--- src/rtl/swp_ram.sv ---
// Generic simple dual-port RAM with one write port and a registered read port.
`default_nettype none
module swp_ram #(
    parameter int WIDTH = 8,
    parameter int DEPTH = 16
) (
    input  wire logic                     i_clk,
    input  wire logic                     i_we,
    input  wire logic [$clog2(DEPTH)-1:0] i_waddr,
    input  wire logic [WIDTH-1:0]         i_wdata,
    input  wire logic                     i_re,
    input  wire logic [$clog2(DEPTH)-1:0] i_raddr,
    output logic      [WIDTH-1:0]         o_rdata
);

    logic [WIDTH-1:0] r_mem [DEPTH];
    logic [WIDTH-1:0] r_rdata;

    always_ff @(posedge i_clk) begin
        if (i_we) begin
            r_mem[i_waddr] <= i_wdata;
        end
        if (i_re) begin
            r_rdata <= r_mem[i_raddr];
        end
    end

    assign o_rdata = r_rdata;

endmodule
`default_nettype wire

--- config.mk ---
export PLATFORM = sky130hd
export DESIGN_NAME = swp_ram
export DESIGN_NICKNAME = d
export VERILOG_FILES = /design/src/rtl/swp_ram.sv
export SDC_FILE = /design/constraint.sdc
export NUM_CORES = 1
export LEC_CHECK = 0
export ABC_AREA = 1
export ABC_CLOCK_PERIOD_IN_PS = 1580
export BUFFER_PORTS_ARGS = -buffer_cell sky130_fd_sc_hd__buf_4
export CAP_MARGIN = 0
export CORE_MARGIN = 3
export CORE_UTILIZATION = 49
export DETAILED_ROUTE_END_ITERATION = 8
export PLACE_DENSITY = 0.66
export SLEW_MARGIN = 20
export SYNTH_ARGS = -nofsm -noshare
export SYNTH_HDL_FRONTEND = slang
export SYNTH_SLANG_ARGS = --single-unit
--- constraint.sdc ---
create_clock -name i_clk -period 1.58 [get_ports i_clk]
set_input_delay 0.316 -clock i_clk [delete_from_list [all_inputs] [get_ports i_clk]]
set_output_delay 0.316 -clock i_clk [all_outputs]
set_load 0.05 [all_outputs]
### Word-level counts from Yosys, hierarchy flattened

Memories as Yosys holds them, arrays and structs flattened. A register that Yosys moved wholly into a read port is not among the register bits.
Cells that the tools add are included.

* register bits after elaboration: 0
* bits in writable memories: 128
* input bits: 19
* memories kept: 1

Memories
* r_mem: depth 16, width 8, read ports 1, clocked after memory_dff 1, write ports 1, RTL line 16 `logic [WIDTH-1:0] r_mem [DEPTH];`

* mux-type cells: 2

Operators by type and width (number)
* 2-to-1 mux 1 bit: 2

### Logic depth before layout (Yosys ltp)

Gate-level depths: netlist of run 1.

* depth in word-level cells: 2
* depth in mapped cells: 8
* gate-level depth less buffers: 7

### Worst setup path after synthesis of run 1

No wires, ideal clock.

* path kind: input port to flip-flop
* from: input i_waddr[2]
* to: memory r_mem[10][0] (enable)
* arrival: 0.897 ns
* required time: 1.210 ns
* setup slack: 0.313 ns
* stages: 2
* path through: nand3b_1 nor2_1

RTL lines
* start: declaration: RTL line 9 `input wire logic [$clog2(DEPTH)-1:0] i_waddr,`
* end: declaration: RTL line 16

Straight into the memory's write port.

### Worst setup path after layout of run 1

* from: register r_rdata[4] (netlist: o_rdata[4]), read port of r_mem
* to: output o_rdata[4]

RTL lines
* start: declaration: RTL line 17 `logic [WIDTH-1:0] r_rdata;`
* end: declaration: RTL line 13 `output logic [WIDTH-1:0] o_rdata`

No word-level cell between the ends.

==> run_results.csv, run 1 <==
group,metric,value,unit
outcome,outcome,"completed",
synthesis,yosys_warnings,0,
finish,post-route-util,60.1,%
sta,period_share,84.7,%
routing,drt_first_pass_iters,5,
critical_path,cp_max_fo,1,
synthesis,ys_seq_elements,136,
critical_path,start_kind,"flop",
finish,layout_commonest_cell,"nand2_1",
clocking,clockBufferDepth,2,
clocking,numClockSinks,136,
sta,fin_ws,0.242,ns
synthesis,postSynthAreaPerCell,10.6,µm²
sta,slew_headroom,59.8,%
placed_design,post-place-cells,721,
floorplan,initial_utilization,50.8,%
sta,fin_crit,1.34,ns
grt,grt_first_pass_wirelength,20400,µm
synthesis,synthDistinctLibCells,11,
clocking,clk_pin_slew,0.06,ns
grt,grt_pass1_vias,3630,
critical_path,end_kind,"output port",
synthesis,netlist_area,0.00585,mm²
routing,wl_per_cell,17.3,µm
clocking,clock_latency,0.41,ns
sta,finClkSkew,0.00489,ns
floorplan,die_w,115,µm
critical_path,cpMaxStageDelayCell,"edfxtp_1",
clocking,htree_levels,4,
placed_design,port-buffer-count,26,
job,maxCapViolCount,0,
grt,antenna_found_initial,0,
synthesis,synth_top_area_share,69.8,%
sta,finalHoldViolCount,0,
critical_path,cp.required,1.26,ns
clocking,cts_setup_buffers,0,
finish,finalNonFillerCells,753,
finish,final_net_count,616,
finish,area_growth,18.3,%
sta,fmax,0.748,GHz
grt,grt_max_degree,65,
finish,n_antenna_cell,0,
sta,report.final.slew_viol_count,0,
synthesis,synth_top_area_cell,"edfxtp_1",
grt,gr-usage-all-layers,21.2,%
sta,setup_viol,0,
critical_path,critPathBufInv,1,
critical_path,cp.arrival,1.02,ns
synthesis,synth_area_leaders,"edfxtp_1 70%, nand2_1 11%, nand3_1 8.3%, inv_1 6.4%, buf_6 1.2%",
placed_design,dpl.hpwl,8230,µm
synthesis,ys_seq_area_share,69.8,%
finish,fillers,935,
pwr,powerDensity,1260,mW/mm²
pwr,vdd_drop_max,0.000791,V
sta,grt_setup_unrepaired,"no",
clocking,cts.repair.resized,0,
clocking,clockRootBuffer,"clkbuf_16",
critical_path,max_stage_delay,0.40,ns
worst_hold_path,min_path_type,"primary input to flop",
placed_design,gp_congestion,0.831,
clocking,cts_made_buffers,17,
sta,tns,0,ns
routing,routed_wl,13000,µm
critical_path,cpLargestDelayFamily,"flip-flops",
floorplan,pin_count,27,
critical_path,path_cells,"buf_4",
floorplan,fp.dieH,115,µm
floorplan,fp.dieArea,0.0133,mm²
sta,hold_ws,0.208,ns
clocking,hold_buffers,0,
routing,vias,3894,
synthesis,synth_nets,570,
clocking,tritoncts,"done",
floorplan,core_area,0.0115,mm²
placed_design,post-place-ws,0.0617,ns
floorplan,std_cell_rows,39,
routing,ant_nets,0,
routing,drcViolationCount,0,
finish,layout_common_cells,"173 x nand2_1, 136 x edfxtp_1, 100 x inv_1",
synthesis,syn_inst,551,
routing,vias_per_cell,5.17,
routing,drt_iter0_markers,404,
critical_path,worstSetupPathType,"flop to output port",
finish,drive_above_1_share,13.4,%
sta,tightest_slew,0.602,ns
pwr,p_leak,3.00,nW
grt,overflow,0,
-- cell type report --
| type | instances | area, µm² | share of cell area [%] |
|---|---|---|---|
| tap | 143 | 179 | 2.59 |
| inverter | 102 | 383 | 5.54 |
| timing repair buffer | 51 | 445 | 6.44 |
| clock buffer | 19 | 433 | 6.26 |
| multi-input combinational | 289 | 1210 | 17.5 |
| sequential | 136 | 4080 | 59.0 |
| clock inverter | 13 | 179 | 2.59 |
-- layer usage --
| metal | track usage, % | routed length (µm) |
|---|---|---|
| met5 | 0 | 0 |
| met4 | 5.87 | 157 |
| met3 | 4.68 | 874 |
| met2 | 31.8 | 5950 |
| met1 | 31.4 | 6010 |
-- per-stage QoR --
| stage | area, µm² | power [mW] |
|---|---|---|
| floorplan | 5850 | 4.50 |
| global placement | 6300 | 4.74 |
| detailed placement | 6300 | 4.75 |
| CTS | 6920 | 8.77 |
| global route | 6920 | 9.01 |
| finish | 6920 | 8.72 |
-- kinds of logic after synthesis --
group	after synthesis	share of synthesized area, %
flip-flops	136	69.8
buffers and inverters	126	9.39
AND/OR/NAND/NOR	289	20.8
-- synth_stat cells --
master and instances:
nand2_1 173, edfxtp_1 136, inv_1 100, nand3_1 97, nor2_1 17, buf_2 13, buf_6 6, buf_4 4
inv_2 2, nand3b_1 2, buf_1 1
-- final timing paths --
check	from	to	slack [ns]	depth (start not counted)
worst min register to register	r_mem[6][2]	o_rdata[2]	0.75	6
worst max-delay path	o_rdata[4]	o_rdata[4]	0.24	1
worst min-delay path	i_re	o_rdata[5]	0.21	1
worst max register to register	r_mem[11][5]	o_rdata[5]	0.44	6
-- power breakdown --
part           switching [mW]  internal [mW]  total (mW)
clock network            1.42           2.63        4.05
logic                   0.402          0.182       0.584
registers              0.0215           4.07        4.09
total                    1.84           6.87        8.72
-- worst reg2reg max path: cells and delay by family, from the launching register on --
family        cells  cell delay, ns
flops             1            0.35
simple gates      5            0.49
buf+inv           1            0.06
-- registers in the layout, summed over array words and instances (netlist names) --
signal and cells:
r_mem 128, o_rdata 8
Note: power is estimated with default switching activity, not from simulation.
==> run 2: changes to the inputs <==
--- a/config.mk
+++ b/config.mk
@@ -6,13 +6,13 @@
 export NUM_CORES = 1
 export LEC_CHECK = 0
 export ABC_AREA = 1
-export ABC_CLOCK_PERIOD_IN_PS = 1580
+export ABC_CLOCK_PERIOD_IN_PS = 1200
 export BUFFER_PORTS_ARGS = -buffer_cell sky130_fd_sc_hd__buf_4
 export CAP_MARGIN = 0
 export CORE_MARGIN = 3
 export CORE_UTILIZATION = 49
 export DETAILED_ROUTE_END_ITERATION = 8
-export PLACE_DENSITY = 0.66
+export PLACE_DENSITY = 0.68
 export SLEW_MARGIN = 20
 export SYNTH_ARGS = -nofsm -noshare
 export SYNTH_HDL_FRONTEND = slang
==> constraint.sdc (replaced) <==
create_clock -name i_clk -period 1.2 [get_ports i_clk]
set_input_delay 0.24 -clock i_clk [delete_from_list [all_inputs] [get_ports i_clk]]
set_output_delay 0.24 -clock i_clk [all_outputs]
set_load 0.05 [all_outputs]
==> run_results.csv, run 2 (synthesized netlist as in run 1, its figures left out) <==
group,metric,value,unit
finish,area_growth,19.3,%
placed_design,gp_congestion,0.912,
pwr,vdd_drop_max,0.000778,V
critical_path,cp.arrival,1.02,ns
clocking,clock_latency,0.41,ns
sta,period_share,105,%
floorplan,core_area,0.0115,mm²
floorplan,pin_count,27,
sta,fmax,0.794,GHz
critical_path,cp.required,0.96,ns
finish,n_antenna_cell,0,
pwr,total_power,11.1,mW
finish,drive_above_1_share,14.8,%
outcome,outcome,"complete, but fails checks",
floorplan,std_cell_rows,39,
critical_path,critPathBufInv,1,
pwr,p_leak,3.03,nW
routing,wl_per_cell,17.2,µm
grt,grt_max_degree,65,
floorplan,fp.dieH,115,µm
floorplan,initial_utilization,50.8,%
finish,layout_commonest_cell,"nand2_1",
grt,grt_pass1_vias,3848,
sta,finalHoldViolCount,0,
clocking,tritoncts,"done",
finish,fillers,933,
grt,gr-usage-all-layers,21.3,%
critical_path,end_kind,"output port",
critical_path,path_cells,"buf_6",
routing,drt_iter0_markers,396,
job,maxCapViolCount,0,
clocking,clockBufferDepth,2,
floorplan,fp.dieArea,0.0133,mm²
sta,fin_ws,-0.0591,ns
sta,fin_crit,1.26,ns
critical_path,worstSetupPathType,"flop to output port",
routing,ant_nets,0,
clocking,clockRootBuffer,"clkbuf_16",
sta,grt_setup_unrepaired,"yes",
routing,vias,3898,
grt,grt_first_pass_wirelength,20600,µm
grt,antenna_found_initial,0,
finish,multi_input_area,0.00124,mm²
critical_path,reg2reg_depth,6,
routing,routed_wl,13000,µm
critical_path,cp_max_fo,1,
worst_hold_path,min_path_type,"primary input to flop",
sta,tightest_slew,0.300,ns
clocking,numClockSinks,136,
critical_path,path_depth,1,
clocking,hold_buffers,0,
clocking,htree_levels,4,
placed_design,port-buffer-count,26,
grt,overflow,0,
critical_path,start_kind,"flop",
critical_path,cpLargestDelayFamily,"flip-flops",
floorplan,die_w,115,µm
sta,slew_headroom,80.0,%
critical_path,max_stage_delay,0.43,ns
finish,final_net_count,620,
finish,post-route-util,60.6,%
sta,report.final.slew_viol_count,0,
clocking,cts_made_buffers,17,
pwr,powerDensity,1600,mW/mm²
sta,finClkSkew,0.00704,ns
finish,largest-register,"r_mem",
critical_path,cpMaxStageDelayCell,"edfxtp_1",
routing,drt_first_pass_iters,6,
finish,seq_area,0.00408,mm²
worst_hold_path,whs_path_depth,1,
finish,largest_reg_flops,128,
placed_design,dpl.hpwl,8260,µm
routing,vias_per_cell,5.15,
finish,layout_common_cells,"173 x nand2_1, 136 x edfxtp_1, 100 x inv_1",
sta,setup_viol,6,
outcome,violations,"negative setup slack",
clocking,clk_pin_slew,0.06,ns
routing,drcViolationCount,0,
run 2: power by group:
group          internal, mW  leakage (nW)  switching [mW]
registers              5.35          1.24          0.0353
clock network          3.03         0.271            1.90
logic                 0.274          1.52           0.541
total                  8.65          3.03            2.47
run 2: worst reg2reg max path: stages, from the launching register on:
cell	delay (ns)
edfxtp_1	0.35
inv_1	0.07
nand2_1	0.06
nand3_1	0.12
nand3_1	0.12
nand3_2	0.12
nand2_1	0.07
run 2: metal layers:
layer,GRT usage [%],share of wire [%],wire length [µm],vias up
li1,-,-,-,1885
met1,27.8,42,5530,1832
met2,34.3,50,6480,159
met3,6.42,6.5,850,22
met4,7.28,1.4,185,0
met5,0,0,0,-
run 2: area by class of cell:
| class | instances | share of cell area, % |
|---|---|---|
| Inverter | 102 | 5.49 |
| Clock buffer | 18 | 6.15 |
| Multi-Input combinational cell | 289 | 17.8 |
| Tap cell | 143 | 2.56 |
| Clock inverter | 14 | 1.90 |
| Sequential cell | 136 | 58.5 |
| Timing Repair Buffer | 55 | 7.60 |
run 2: worst paths after layout:
| check | to | slack, ns | from |
|---|---|---|---|
| worst max register to register | o_rdata[3] | 0.05 | r_mem[5][3] |
| worst min-delay path | o_rdata[4] | 0.13 | i_re |
| worst max-delay path | o_rdata[6] | -0.06 | o_rdata[6] |
| worst min register to register | o_rdata[0] | 0.74 | r_mem[10][0] |
run 2: metrics by stage:
step                      cells  setup WS (ns)  area [µm²]  TNS [ns]  hold slack (ns)
final                       757        -0.0591        6980    -0.201            0.135
after global routing        757        -0.0927        6980    -0.485            0.118
after CTS                   757        -0.0667        6950    -0.339            0.120
after detailed placement    725         -0.219        6360     -4.25            0.555
after global placement      725         -0.194        6360     -3.20            0.549
after floorplan             551        0.00916        5850         0            0.339
run 2: repair_timing:
action / CTS / global route
setup endpoints to repair: 8 / 13
pin swaps: 0 / 0
resized for setup: 8 / 5
setup buffers: 0 / 0
